===== src/tlne_pkg.sv =====
// Shared types, character codes and sizes for the text line numbering and escape block.
package tlne_pkg;

  // Sizes
  localparam int COUNT_DIGITS = 10;
  localparam int MAX_RESULTS  = 16;
  localparam int QUEUE_DEPTH  = 2;
  localparam int TAIL_MAX     = 4;
  localparam int DIG_W        = (COUNT_DIGITS > 1) ? $clog2(COUNT_DIGITS) : 1;
  localparam int CNT_W        = $clog2(MAX_RESULTS);
  localparam int TAIL_W       = $clog2(TAIL_MAX);

  // Numbering modes
  localparam logic [1:0] NUM_NONE     = 2'd0;
  localparam logic [1:0] NUM_ALL      = 2'd1;
  localparam logic [1:0] NUM_NONBLANK = 2'd2;
  localparam logic [1:0] NUM_SPARE    = 2'd3;

  // Option register indexes; byte address is four times the index
  typedef enum logic [2:0] {
    REG_NUMBER_MODE   = 3'd0,
    REG_SQUEEZE_BLANK = 3'd1,
    REG_SHOW_ENDS     = 3'd2,
    REG_SHOW_TABS     = 3'd3,
    REG_SHOW_NONPRINT = 3'd4
  } cfg_reg_t;

  // Character codes
  localparam logic [7:0] CH_TAB      = 8'h09;
  localparam logic [7:0] CH_NL       = 8'h0A;
  localparam logic [7:0] CH_SPACE    = 8'h20;
  localparam logic [7:0] CH_DOLLAR   = 8'h24;
  localparam logic [7:0] CH_DASH     = 8'h2D;
  localparam logic [7:0] CH_ZERO     = 8'h30;
  localparam logic [7:0] CH_QMARK    = 8'h3F;
  localparam logic [7:0] CH_I        = 8'h49;
  localparam logic [7:0] CH_M        = 8'h4D;
  localparam logic [7:0] CH_CARET    = 8'h5E;
  localparam logic [7:0] CH_DEL      = 8'h7F;
  localparam logic [7:0] CH_CTRL_TOP = 8'h20;
  localparam logic [7:0] CTRL_OFFSET = 8'd64;

  typedef logic [3:0] bcd_t;
  typedef bcd_t [COUNT_DIGITS-1:0] counter_t;

  typedef struct packed {
    logic [1:0] number_mode;
    logic       squeeze_blank;
    logic       show_ends;
    logic       show_tabs;
    logic       show_nonprint;
  } cfg_t;

  // One classified item: optional line number, then one to four tail bytes
  typedef struct packed {
    logic                        num_en;
    counter_t                    digits;
    logic [TAIL_MAX-1:0][7:0]    tail;
    logic [TAIL_W-1:0]           tail_last;
  } job_t;

  typedef struct packed {
    logic             busy;
    logic             emit;
    logic             last_byte;
    logic [CNT_W-1:0] cnt;
  } bk_status_t;

endpackage


===== src/text_line_number_escape.sv =====
// Top level of the text line numbering and escape block.
//
// Input channel: data_byte and file_start with in_valid / in_ready. Each item
// is one text byte; file_start on an item clears the line counter and line
// state before that byte is handled. Output channel: out_byte and last_of_run
// with out_valid / out_ready; last_of_run marks the final byte of an item.
// An item yields up to sixteen bytes; a squeezed blank line yields none.
// Options are set through the APB port (number_mode, squeeze_blank, show_ends,
// show_tabs, show_nonprint at byte addresses 0, 4, 8, 12, 16); the user must
// change them only while the block is idle, as the block does not enforce it.
// Path: with the back part idle, the first byte of an item goes through the
// queue write, the load into the sequencer and the output register.
// Throughput: one output byte per cycle while out_ready does not stall it,
// set by the back sequencer, which takes the next job on the final byte of
// the current one, so plain text runs at one item a cycle.
// A two-entry job queue lets the front keep accepting while the receiver
// stalls; when both entries fill, in_ready drops until a job is taken.
// Reset clears the counter to zero, sets line start, drops pending output
// and returns all options to zero.
module text_line_number_escape (
  input  logic        clk,
  input  logic        rst,
  input  logic        psel,
  input  logic        penable,
  input  logic        pwrite,
  input  logic [4:0]  paddr,
  input  logic [31:0] pwdata,
  output logic [31:0] prdata,
  output logic        pready,
  input  logic [7:0]  data_byte,
  input  logic        file_start,
  input  logic        in_valid,
  output logic        in_ready,
  output logic [7:0]  out_byte,
  output logic        last_of_run,
  output logic        out_valid,
  input  logic        out_ready
);

  tlne_pkg::cfg_t        cfg;
  tlne_pkg::job_t        push_job;
  tlne_pkg::job_t        q_job;
  tlne_pkg::bk_status_t  bk_status;
  logic                  push_valid;
  logic                  push_ready;
  logic                  q_valid;
  logic                  q_ready;
  logic                  cfg_wr;
  logic [2:0]            reg_idx;

  assign pready  = 1'b1;
  assign reg_idx = paddr[4:2];
  assign cfg_wr  = psel && penable && pwrite && pready;

  // Option registers
  always_ff @(posedge clk) begin
    if (rst) begin
      cfg <= '0;
    end else if (cfg_wr) begin
      unique case (reg_idx)
        tlne_pkg::REG_NUMBER_MODE:   cfg.number_mode   <= pwdata[1:0];
        tlne_pkg::REG_SQUEEZE_BLANK: cfg.squeeze_blank <= pwdata[0];
        tlne_pkg::REG_SHOW_ENDS:     cfg.show_ends     <= pwdata[0];
        tlne_pkg::REG_SHOW_TABS:     cfg.show_tabs     <= pwdata[0];
        tlne_pkg::REG_SHOW_NONPRINT: cfg.show_nonprint <= pwdata[0];
        default: ;
      endcase
    end
  end

  // Read back
  always_comb begin
    unique case (reg_idx)
      tlne_pkg::REG_NUMBER_MODE:   prdata = {30'd0, cfg.number_mode};
      tlne_pkg::REG_SQUEEZE_BLANK: prdata = {31'd0, cfg.squeeze_blank};
      tlne_pkg::REG_SHOW_ENDS:     prdata = {31'd0, cfg.show_ends};
      tlne_pkg::REG_SHOW_TABS:     prdata = {31'd0, cfg.show_tabs};
      tlne_pkg::REG_SHOW_NONPRINT: prdata = {31'd0, cfg.show_nonprint};
      default:                     prdata = '0;
    endcase
  end

  tlne_front u_front (
    .clk        (clk),
    .rst        (rst),
    .cfg        (cfg),
    .data_byte  (data_byte),
    .file_start (file_start),
    .in_valid   (in_valid),
    .in_ready   (in_ready),
    .push_valid (push_valid),
    .push_ready (push_ready),
    .push_job   (push_job)
  );

  tlne_queue u_queue (
    .clk      (clk),
    .rst      (rst),
    .wr_valid (push_valid),
    .wr_ready (push_ready),
    .wr_job   (push_job),
    .rd_valid (q_valid),
    .rd_ready (q_ready),
    .rd_job   (q_job)
  );

  tlne_back u_back (
    .clk         (clk),
    .rst         (rst),
    .q_valid     (q_valid),
    .q_ready     (q_ready),
    .q_job       (q_job),
    .out_valid   (out_valid),
    .out_ready   (out_ready),
    .out_byte    (out_byte),
    .last_of_run (last_of_run),
    .status      (bk_status)
  );

  // A new job is taken only when the sequencer is idle or on its final byte
  a_load_when_free: assert property (@(posedge clk) disable iff (rst)
    q_valid && q_ready |-> !bk_status.busy || (bk_status.emit && bk_status.last_byte))
    else $error("job loaded while sequencer mid-item");

  // The sixteenth byte of an item always closes the run
  a_cap_closes_run: assert property (@(posedge clk) disable iff (rst)
    bk_status.emit && bk_status.cnt == tlne_pkg::CNT_W'(tlne_pkg::MAX_RESULTS - 1)
    |=> out_valid && last_of_run)
    else $error("byte limit reached without last_of_run");

  // After the final byte is emitted the sequencer is idle unless a job was loaded
  a_idle_after_last: assert property (@(posedge clk) disable iff (rst)
    bk_status.emit && bk_status.last_byte && !q_valid |=> !bk_status.busy)
    else $error("sequencer still busy after final byte");

  // Nothing is offered straight after reset
  a_reset_quiet: assert property (@(posedge clk)
    rst |=> !out_valid)
    else $error("output valid right after reset");

endmodule


===== src/tlne_front.sv =====
// Front part: accepts input items, tracks line state and the BCD counter, builds jobs.
module tlne_front (
  input  logic              clk,
  input  logic              rst,
  input  tlne_pkg::cfg_t    cfg,
  input  logic [7:0]        data_byte,
  input  logic              file_start,
  input  logic              in_valid,
  output logic              in_ready,
  output logic              push_valid,
  input  logic              push_ready,
  output tlne_pkg::job_t    push_job
);

  tlne_pkg::counter_t line_counter;
  logic               line_start;
  logic               previous_blank;

  tlne_pkg::counter_t line_counter_next;
  logic               line_start_next;
  logic               previous_blank_next;

  tlne_pkg::counter_t lc;
  tlne_pkg::counter_t lc_inc;
  logic               als;
  logic               pb;
  logic               blank;
  logic               squeezed;
  logic               num_en;
  logic               full;
  logic               carry;
  logic               accept;
  logic [7:0]         low;
  logic [7:0]         esc0;
  logic [7:0]         esc1;
  logic               esc_two;

  assign in_ready = push_ready;
  assign accept   = in_valid && in_ready;

  // Saturating BCD increment
  always_comb begin
    full   = 1'b1;
    carry  = 1'b1;
    lc_inc = lc;
    for (int i = 0; i < tlne_pkg::COUNT_DIGITS; i++) begin
      if (lc[i] != 4'd9) full = 1'b0;
    end
    for (int i = 0; i < tlne_pkg::COUNT_DIGITS; i++) begin
      if (carry) lc_inc[i] = (lc[i] >= 4'd9) ? 4'd0 : lc[i] + 4'd1;
      carry = carry && (lc[i] >= 4'd9);
    end
    if (full) lc_inc = lc;
  end

  // Line state and numbering decision
  always_comb begin
    lc       = file_start ? '0 : line_counter;
    als      = file_start ? 1'b1 : line_start;
    pb       = file_start ? 1'b0 : previous_blank;
    blank    = (data_byte == tlne_pkg::CH_NL);
    squeezed = als && cfg.squeeze_blank && blank && pb;
    num_en   = als && !squeezed &&
               ((cfg.number_mode == tlne_pkg::NUM_ALL) ||
                (cfg.number_mode == tlne_pkg::NUM_NONBLANK && !blank));

    line_counter_next   = num_en ? lc_inc : lc;
    previous_blank_next = (als && !squeezed) ? blank : pb;
    line_start_next     = squeezed ? 1'b1 : blank;
  end

  // Caret escape of the low seven bits, used after M- for high bytes
  always_comb begin
    low     = {1'b0, data_byte[6:0]};
    esc0    = low;
    esc1    = '0;
    esc_two = 1'b0;
    if (low < tlne_pkg::CH_CTRL_TOP) begin
      esc0    = tlne_pkg::CH_CARET;
      esc1    = low + tlne_pkg::CTRL_OFFSET;
      esc_two = 1'b1;
    end else if (low == tlne_pkg::CH_DEL) begin
      esc0    = tlne_pkg::CH_CARET;
      esc1    = tlne_pkg::CH_QMARK;
      esc_two = 1'b1;
    end
  end

  // Job fields: number flag, digits and tail bytes
  always_comb begin
    push_job           = '0;
    push_job.num_en    = num_en;
    push_job.digits    = line_counter_next;
    push_job.tail[0]   = data_byte;
    if (data_byte == tlne_pkg::CH_NL) begin
      if (cfg.show_ends) begin
        push_job.tail[0]   = tlne_pkg::CH_DOLLAR;
        push_job.tail[1]   = tlne_pkg::CH_NL;
        push_job.tail_last = tlne_pkg::TAIL_W'(1);
      end
    end else if (data_byte == tlne_pkg::CH_TAB) begin
      if (cfg.show_tabs) begin
        push_job.tail[0]   = tlne_pkg::CH_CARET;
        push_job.tail[1]   = tlne_pkg::CH_I;
        push_job.tail_last = tlne_pkg::TAIL_W'(1);
      end
    end else if (cfg.show_nonprint) begin
      if (data_byte[7]) begin
        push_job.tail[0]   = tlne_pkg::CH_M;
        push_job.tail[1]   = tlne_pkg::CH_DASH;
        push_job.tail[2]   = esc0;
        push_job.tail[3]   = esc1;
        push_job.tail_last = esc_two ? tlne_pkg::TAIL_W'(3) : tlne_pkg::TAIL_W'(2);
      end else begin
        push_job.tail[0]   = esc0;
        push_job.tail[1]   = esc1;
        push_job.tail_last = esc_two ? tlne_pkg::TAIL_W'(1) : tlne_pkg::TAIL_W'(0);
      end
    end
  end

  // A squeezed line start yields nothing
  assign push_valid = in_valid && !squeezed;

  always_ff @(posedge clk) begin
    if (rst) begin
      line_counter   <= '0;
      line_start     <= 1'b1;
      previous_blank <= 1'b0;
    end else if (accept) begin
      line_counter   <= line_counter_next;
      line_start     <= line_start_next;
      previous_blank <= previous_blank_next;
    end
  end

endmodule


===== src/tlne_queue.sv =====
// Short job queue between the front and back parts.
module tlne_queue (
  input  logic            clk,
  input  logic            rst,
  input  logic            wr_valid,
  output logic            wr_ready,
  input  tlne_pkg::job_t  wr_job,
  output logic            rd_valid,
  input  logic            rd_ready,
  output tlne_pkg::job_t  rd_job
);

  localparam int PTR_W = (tlne_pkg::QUEUE_DEPTH > 1) ? $clog2(tlne_pkg::QUEUE_DEPTH) : 1;
  localparam int FILL_W = $clog2(tlne_pkg::QUEUE_DEPTH + 1);

  tlne_pkg::job_t    entries [tlne_pkg::QUEUE_DEPTH];
  logic [PTR_W-1:0]  wr_ptr;
  logic [PTR_W-1:0]  rd_ptr;
  logic [FILL_W-1:0] fill;
  logic              do_wr;
  logic              do_rd;

  assign wr_ready = (fill != FILL_W'(tlne_pkg::QUEUE_DEPTH));
  assign rd_valid = (fill != '0);
  assign rd_job   = entries[rd_ptr];
  assign do_wr    = wr_valid && wr_ready;
  assign do_rd    = rd_valid && rd_ready;

  // Storage
  always_ff @(posedge clk) begin
    if (do_wr) entries[wr_ptr] <= wr_job;
  end

  // Pointers and fill level
  always_ff @(posedge clk) begin
    if (rst) begin
      wr_ptr <= '0;
      rd_ptr <= '0;
      fill   <= '0;
    end else begin
      if (do_wr) begin
        wr_ptr <= (wr_ptr == PTR_W'(tlne_pkg::QUEUE_DEPTH - 1)) ? '0 : wr_ptr + 1'b1;
      end
      if (do_rd) begin
        rd_ptr <= (rd_ptr == PTR_W'(tlne_pkg::QUEUE_DEPTH - 1)) ? '0 : rd_ptr + 1'b1;
      end
      if (do_wr && !do_rd) fill <= fill + 1'b1;
      else if (do_rd && !do_wr) fill <= fill - 1'b1;
    end
  end

endmodule


===== src/tlne_back.sv =====
// Back part: byte sequencer that spells out the line number and tail of each job.
module tlne_back (
  input  logic                  clk,
  input  logic                  rst,
  input  logic                  q_valid,
  output logic                  q_ready,
  input  tlne_pkg::job_t        q_job,
  output logic                  out_valid,
  input  logic                  out_ready,
  output logic [7:0]            out_byte,
  output logic                  last_of_run,
  output tlne_pkg::bk_status_t  status
);

  localparam logic [1:0] PH_DIGIT = 2'd0;
  localparam logic [1:0] PH_SP1   = 2'd1;
  localparam logic [1:0] PH_SP2   = 2'd2;
  localparam logic [1:0] PH_TAIL  = 2'd3;

  tlne_pkg::job_t                job;
  logic                          busy;
  logic [1:0]                    phase;
  logic [tlne_pkg::DIG_W-1:0]    d_idx;
  logic [tlne_pkg::TAIL_W-1:0]   t_idx;
  logic [tlne_pkg::CNT_W-1:0]    cnt;

  logic [tlne_pkg::DIG_W-1:0]    top;
  logic [7:0]                    cur_byte;
  tlne_pkg::bcd_t                dv;
  logic                          emit;
  logic                          last_byte;
  logic                          load;

  // Most significant nonzero digit of the incoming job
  always_comb begin
    top = '0;
    for (int i = 0; i < tlne_pkg::COUNT_DIGITS; i++) begin
      if (q_job.digits[i] != 4'd0) top = tlne_pkg::DIG_W'(i);
    end
  end

  // Byte for the current position
  always_comb begin
    dv       = job.digits[d_idx];
    cur_byte = '0;
    unique case (phase) inside
      PH_DIGIT: cur_byte = tlne_pkg::CH_ZERO + {4'd0, (dv > 4'd9) ? 4'd9 : dv};
      PH_SP1, PH_SP2: cur_byte = tlne_pkg::CH_SPACE;
      PH_TAIL:  cur_byte = job.tail[t_idx];
      default:  cur_byte = '0;
    endcase
  end

  assign emit      = busy && (!out_valid || out_ready);
  assign last_byte = (phase == PH_TAIL && t_idx == job.tail_last) ||
                     (cnt == tlne_pkg::CNT_W'(tlne_pkg::MAX_RESULTS - 1));
  assign q_ready   = !busy || (emit && last_byte);
  assign load      = q_valid && q_ready;

  assign status.busy      = busy;
  assign status.emit      = emit;
  assign status.last_byte = last_byte;
  assign status.cnt       = cnt;

  // Control
  always_ff @(posedge clk) begin
    if (rst) begin
      busy      <= 1'b0;
      out_valid <= 1'b0;
    end else begin
      if (load) busy <= 1'b1;
      else if (emit && last_byte) busy <= 1'b0;
      if (emit) out_valid <= 1'b1;
      else if (out_ready) out_valid <= 1'b0;
    end
  end

  // Sequencer position and output register
  always_ff @(posedge clk) begin
    if (emit) begin
      out_byte    <= cur_byte;
      last_of_run <= last_byte;
    end
    if (load) begin
      job   <= q_job;
      cnt   <= '0;
      phase <= q_job.num_en ? PH_DIGIT : PH_TAIL;
      d_idx <= top;
      t_idx <= '0;
    end else if (emit) begin
      cnt <= cnt + 1'b1;
      unique case (phase)
        PH_DIGIT: begin
          if (d_idx == '0) phase <= PH_SP1;
          else d_idx <= d_idx - 1'b1;
        end
        PH_SP1: phase <= PH_SP2;
        PH_SP2: begin
          phase <= PH_TAIL;
          t_idx <= '0;
        end
        PH_TAIL: t_idx <= t_idx + 1'b1;
        default: phase <= PH_TAIL;
      endcase
    end
  end

endmodule


===== config.mk =====
export PLATFORM = sky130hd
export DESIGN_NAME = text_line_number_escape
export DESIGN_NICKNAME = d
export VERILOG_FILES = /design/src/tlne_pkg.sv /design/src/text_line_number_escape.sv /design/src/tlne_front.sv /design/src/tlne_queue.sv /design/src/tlne_back.sv
export SDC_FILE = /design/constraint.sdc
export NUM_CORES = 1
export LEC_CHECK = 0
export ABC_AREA = 0
export ABC_CLOCK_PERIOD_IN_PS = 6900
export BUFFER_PORTS_ARGS = -buffer_cell sky130_fd_sc_hd__clkbuf_2
export CAP_MARGIN = 20
export CORE_MARGIN = 1.5
export CORE_UTILIZATION = 46
export CTS_CLUSTER_DIAMETER = 50
export DETAILED_ROUTE_END_ITERATION = 7
export SLEW_MARGIN = 25
export SYNTH_ARGS = -nofsm -noshare
export SYNTH_HDL_FRONTEND = slang
export SYNTH_SLANG_ARGS = --single-unit

===== constraint.sdc =====
create_clock -name clk -period 6.9 [get_ports clk]
set_clock_uncertainty 0.1 [all_clocks]
set_input_delay 1.035 -clock clk [delete_from_list [all_inputs] [get_ports clk]]
set_output_delay 1.035 -clock clk [all_outputs]
set_load 0.02 [all_outputs]

======== Word level (Yosys, flattened, before mapping) ========
Memory sizes are Yosys's and may differ from the RTL's. A register that Yosys moved wholly into a read port is not among the register bits.
Index checks and enable logic that the tools add are counted.
W data, S select, Z words.
operators by class
  $add $sub $neg .......................... 19
  $lt $le $gt $ge ......................... 14
  equality and inequality tests ........... 27
  mux-type cells .......................... 91
  reduce and logical (&&, ||, !) cells .... 64
operators with widths
  cell                   count
  $mux W4                33
  $mux W40               3
  $mux W18               3
  $mux W16               3
  $add A4 B1 Y4 const B  11
  $ge A4 B4 Y1 const B   10
  $ne A4 B4 Y1 const B   10
  $reduce_bool A4 Y1     10
  $mux W34               1
  $mux W1                29
  $logic_and A1 B1 Y1    25
  $mux W8                3
  $pmux W8 S3            1
  $mux W17               1
  $bmux W4 S4            1
  $bmux W8 S2            1
  $eq A8 B4 Y1 const B   2
  $mux W14               1
  $reduce_bool A2 Y1     7
  $mux W2                6
  $reduce_and A2 Y1      6
  $pmux W2 S5            1
  $add A7 B7 Y8 const B  1
  $add A6 B4 Y7 const A  1
  29 further kinds       45
word-level totals
  flip-flop bits (word level) ............. 149
  memory bits (writable) .................. 150
  output and inout port bits .............. 44
  memories ................................ 1
memories
  memory           words  width  rd ports  clocked after Yosys merged registers in  wr ports  RTL line          source
  u_queue.entries  2      75     1         1                                        1         tlne_queue.sv:16  tlne_pkg::job_t entries [tlne_pkg::QUEUE_DEPTH];

======== Depth between registers and ports, before layout ========
  depth in word-level cells ............... 14
  mapped depth ............................ 14
  mapped depth without buffers ............ 10

======== Cells and area by module ========
Synthesis repeated with hierarchy kept, for this count alone.
unflattened totals
  cells, all modules ...................... 1,160
  area total of the unflattened synthesis .. 14,243.7 um^2
modules (own cells, without submodules)
  module                   times used  cells each  area an instance (um^2)  sequential area each (um^2)
  tlne_queue               1           257         5,645.4                  4,604.4
  tlne_back                1           260         4,096.4                  2,832.7
  tlne_front               1           572         3,921.3                  840.8
  text_line_number_escape  1           71          580.6                    120.1

======== Worst setup path before layout ========
OpenSTA, ideal clock, no wires.
  path kind ............................... input -> register
  start ................................... input file_start
  end ..................................... memory u_queue.entries[0][0] (netlist bit) (enable)
  library setup time ...................... 516 ps
  data arrival time ....................... 5,193 ps
  path slack .............................. 1,092 ps
  stages .................................. 6
  cell sequence ........................... inv_2 -> buf_2 -> clkbuf_1 -> and4_1 -> a21oi_1 -> nor2b_1
between the ends
  cells in the longest elaborated chain, start to end .. 9
  elaborated cells on any way between the ends .. 10
  those cells by class .................... mux (4); reduce/logical (6)
ends and longest elaborated chain
  element                            RTL line                       source
  from (decl)                        text_line_number_escape.sv:31  input logic file_start,
  $mux W1                            tlne_front.sv:59               als = file_start ? 1'b1 : line_start;
  $logic_and A1 B1 Y1 (2 in a row)   tlne_front.sv:62               squeezed = als && cfg.squeeze_blank && blank && pb;
  $logic_and A1 B1 Y1 (*)            tlne_front.sv:62
  $logic_not A1 Y1 (*)               tlne_front.sv:123              assign push_valid = in_valid && !squeezed;
  $logic_and A1 B1 Y1 (*)            tlne_front.sv:123
  $logic_and A1 B1 Y1 (*)            tlne_queue.sv:26               assign do_wr = wr_valid && wr_ready;
  net u_queue.do_wr                  tlne_queue.sv:20               logic do_wr;
  $mux W1 (*)                        tlne_queue.sv:31               if (do_wr) entries[wr_ptr] <= wr_job;
  $mux W1 (implied by the code) (*)  tlne_queue.sv:31
  to (decl)                          tlne_queue.sv:16
Mark *: on every way through the listed nets, which the timed path passes. The rest lies on a longest branch.

==> flow_metrics.env <==
export IMPL_setup_tns_ps=0
export IMPL_core_mm2=0.02964
export IMPL_first_iter_violations=827
export IMPL_route_vias_total=8841
export IMPL_die_area_mm2=0.03121
export IMPL_start_util=0.4681
export IMPL_async_flop_share=0
export IMPL_grt_pass1_vias=8152
export IMPL_hpwl_mm=19.50
export IMPL_post_route_drc_count=0
export IMPL_routed_wl_mm=29.45
export IMPL_cp_num_buf_inv=2
export IMPL_portBuffers=33
export IMPL_holdCritStartpoint="u_front.line_counter[17]"
export IMPL_setup_viol=0
export IMPL_fmax_ghz=0.2365
export IMPL_critical_path_cell_chain="clkbuf_2 > inv_2 > nand2_1 > ha_1 > nand2b_1 > o21ai_2 > nor4_1 > nand3_1 > o41ai_1"
export IMPL_postSynthCellCount=1119
export IMPL_place_area_mm2=0.01432
export IMPL_cts_buffer_depth=3
export IMPL_worstSetupEndpointType="flop"
export IMPL_grt_max_degree=73
export IMPL_yosys_most_used_dff="edfxtp_1"
export IMPL_ys_types=78
export IMPL_r2r_start="u_back.t_idx[0]"
export IMPL_ir_drop_mv=0.1974
export IMPL_via_per_inst=5.642
export IMPL_maxUsedRoutingLayer="met4"
export IMPL_critPathArrivalTime_ps=4350
export IMPL_reg2reg_depth=8
export IMPL_dp_worst_setup_slack_ps=2228
export IMPL_synthToLayoutAreaGrowth_pct=11.00
export IMPL_whs_path_depth=2
export IMPL_yosysWarnings=0
export IMPL_status="finished, final reports clean"
export IMPL_overflow=0
export IMPL_place_inst=1506
export IMPL_root_buffer="clkbuf_16"
export IMPL_stdcell_area_mm2=0.01540
export IMPL_critPathRequiredTime_ps=7020
export IMPL_tightest_slew_ps=976.9
export IMPL_die_h_um=176.7
export IMPL_critPathMaxStageDelay_ps=760
export IMPL_cp_top_family="simple AND/OR/NAND/NOR gates"
export IMPL_cts_resized=0
export IMPL_critical_path_class="in -> reg"
export IMPL_drtPass1Iterations=5
export IMPL_yosysSeqAreaShare=0.5988
export IMPL_htreeDepth=2
export IMPL_clkSinkCount=297
export IMPL_met1_length_mm=14.43
export IMPL_drive_gt1_frac=0.1793
export IMPL_whs_ps=363.2
export IMPL_slowest_stage="o41ai_1"
export IMPL_clk_pin_slew_worst_paths_ps=60
export IMPL_final_util=0.5196
export IMPL_rsz0062_at_grt="no"
export IMPL_diodes=0
export IMPL_wl_met3_mm=1.797
export IMPL_min_to="u_front.line_counter[17]"
export IMPL_ys_ff_latch=297
export IMPL_power_total_mw=5.684
export IMPL_cts_buffers=34
export IMPL_cap_violations=0
export IMPL_grt_use_total=0.1914
export IMPL_drv_slew=0
export IMPL_syn_area_mm2=0.01387
export IMPL_p_leak_nw=5.539
export IMPL_dr_wl_met2_mm=12.71
export IMPL_post_drt_wl_per_cell_um=18.79
export IMPL_hold_viol=0
export IMPL_antenna_found_initial=0
export IMPL_clk_latency_ps=520
export IMPL_hold_buffers=0
export IMPL_hp_class="reg -> reg"
export IMPL_die_x_um=176.7
export IMPL_critPathMaxFanout=29
export IMPL_postRouteAntennaNets=0
export IMPL_instances_no_fill=1567
export IMPL_fin_nets=1240
export IMPL_tritoncts="yes"
export IMPL_setup_slack_ps=2672
export IMPL_critPathLaunchType="input pin"
export IMPL_grt_pass1_wl_mm=45.96
export IMPL_cts_setup_buffers=0
export IMPL_row_count=63
export IMPL_fin_crit_sh=0.6127
export IMPL_num_io_pins=97
export IMPL_regToRegSetupSlack_ps=3010
export IMPL_power_density_mw_per_mm2=369.1
export IMPL_gp_congestion=0.8629
export IMPL_slew_headroom=0.3437
export IMPL_synth_enable_flop_cells=236
export IMPL_synth_avg_cell_area_um2=12.40
export IMPL_fin_crit_ps=4228
==> report_power, final <==
group          switching, mW  internal (mW)  leakage [nW]  total, mW
Sequential             0.230           2.50          2.76       2.74
Clock                  0.699           1.01         0.516       1.71
Combinational          0.730          0.509          2.26       1.24
==> kinds of logic after synthesis <==
group,count (synthesis),share of synthesized area
fa+ha+maj,35,0.03156
flops,297,0.5988
xor+xnor,13,0.008206
other cells,2,0.0005413
compound gates,190,0.09108
buf+inv,121,0.04220
simple gates,350,0.1263
mux,111,0.1013
==> final cells by class <==
class | count | area (um^2)
Inverter | 41 | 155.1
Clock buffer | 48 | 954.7
Fill cell | 2606 | 14240
Multi-Input combinational cell | 734 | 5127
Timing Repair Buffer | 44 | 251.5
Clock inverter | 13 | 112.6
Tap cell | 390 | 488.0
Sequential cell | 297 | 8312
==> tightest hold or removal path, cell delays in order, from the launching register on <==
cell and delay, ps:
dfxtp_1 300, nand2_1 50, o32ai_1 60
==> cell usage after synthesis (11+ instances only) <==
cell type	number	share of area
a21oi_1	31	0.011
a31oi_1	21	0.0095
buf_4	31	0.017
clkbuf_1	37	0.010
dfxtp_1	61	0.088
edfxtp_1	236	0.51
ha_1	35	0.032
inv_1	37	0.010
mux2_2	75	0.061
mux2i_1	20	0.014
mux4_2	16	0.026
nand2_1	98	0.027
nand2b_1	11	0.0050
nand3_1	38	0.014
nand4_1	14	0.0063
nor2_1	77	0.021
nor2b_1	23	0.010
nor3_1	20	0.0072
nor4_1	16	0.0072
o21ai_0	54	0.019
or4_1	12	0.0065
==> cell usage in the layout (no fill, tap or decap), types with 33 or more instances in the layout <==
| cell | instances |
|---|---|
| conb_1 | 35 |
| edfxtp_1 | 236 |
| clkbuf_2 | 33 |
| inv_1 | 36 |
| nand3_1 | 38 |
| dfxtp_1 | 60 |
| clkbuf_16 | 35 |
| ha_1 | 35 |
| nor2_1 | 77 |
| o21ai_0 | 54 |
| nand2_1 | 98 |
| mux2_2 | 75 |
==> registers in the layout, indices dropped and copies added, names as in the netlist, 2 cells and up, named ones only <==
name and cells:
u_queue.entries 148, u_back.job 73, u_front.line_counter 40, u_back.out_byte 8
cfg 6, u_back.cnt 4, u_back.d_idx 4, u_back.phase 2
u_back.t_idx 2, u_queue.fill 2
==> worst max-delay path by stage <==
stage | startpoint | end | cells past startpoint
4_1_cts | file_start | u_queue.entries[1][69] | 9
6_report | file_start | u_queue.entries[1][69] | 9
2_1_floorplan | file_start | u_queue.entries[0][0] | 6
5_1_grt | file_start | u_queue.entries[0][69] | 9
3_3_place_gp | file_start | u_queue.entries[0][69] | 9
3_5_place_dp | file_start | u_queue.entries[1][69] | 9
==> per-layer routing <==
layer,track usage,vias up
li1,-,4209
met1,0.2917,4319
met2,0.2809,272
met3,0.03458,41
met4,0.05085,0
met5,0,-
Note: power is estimated with default switching activity, not from simulation.
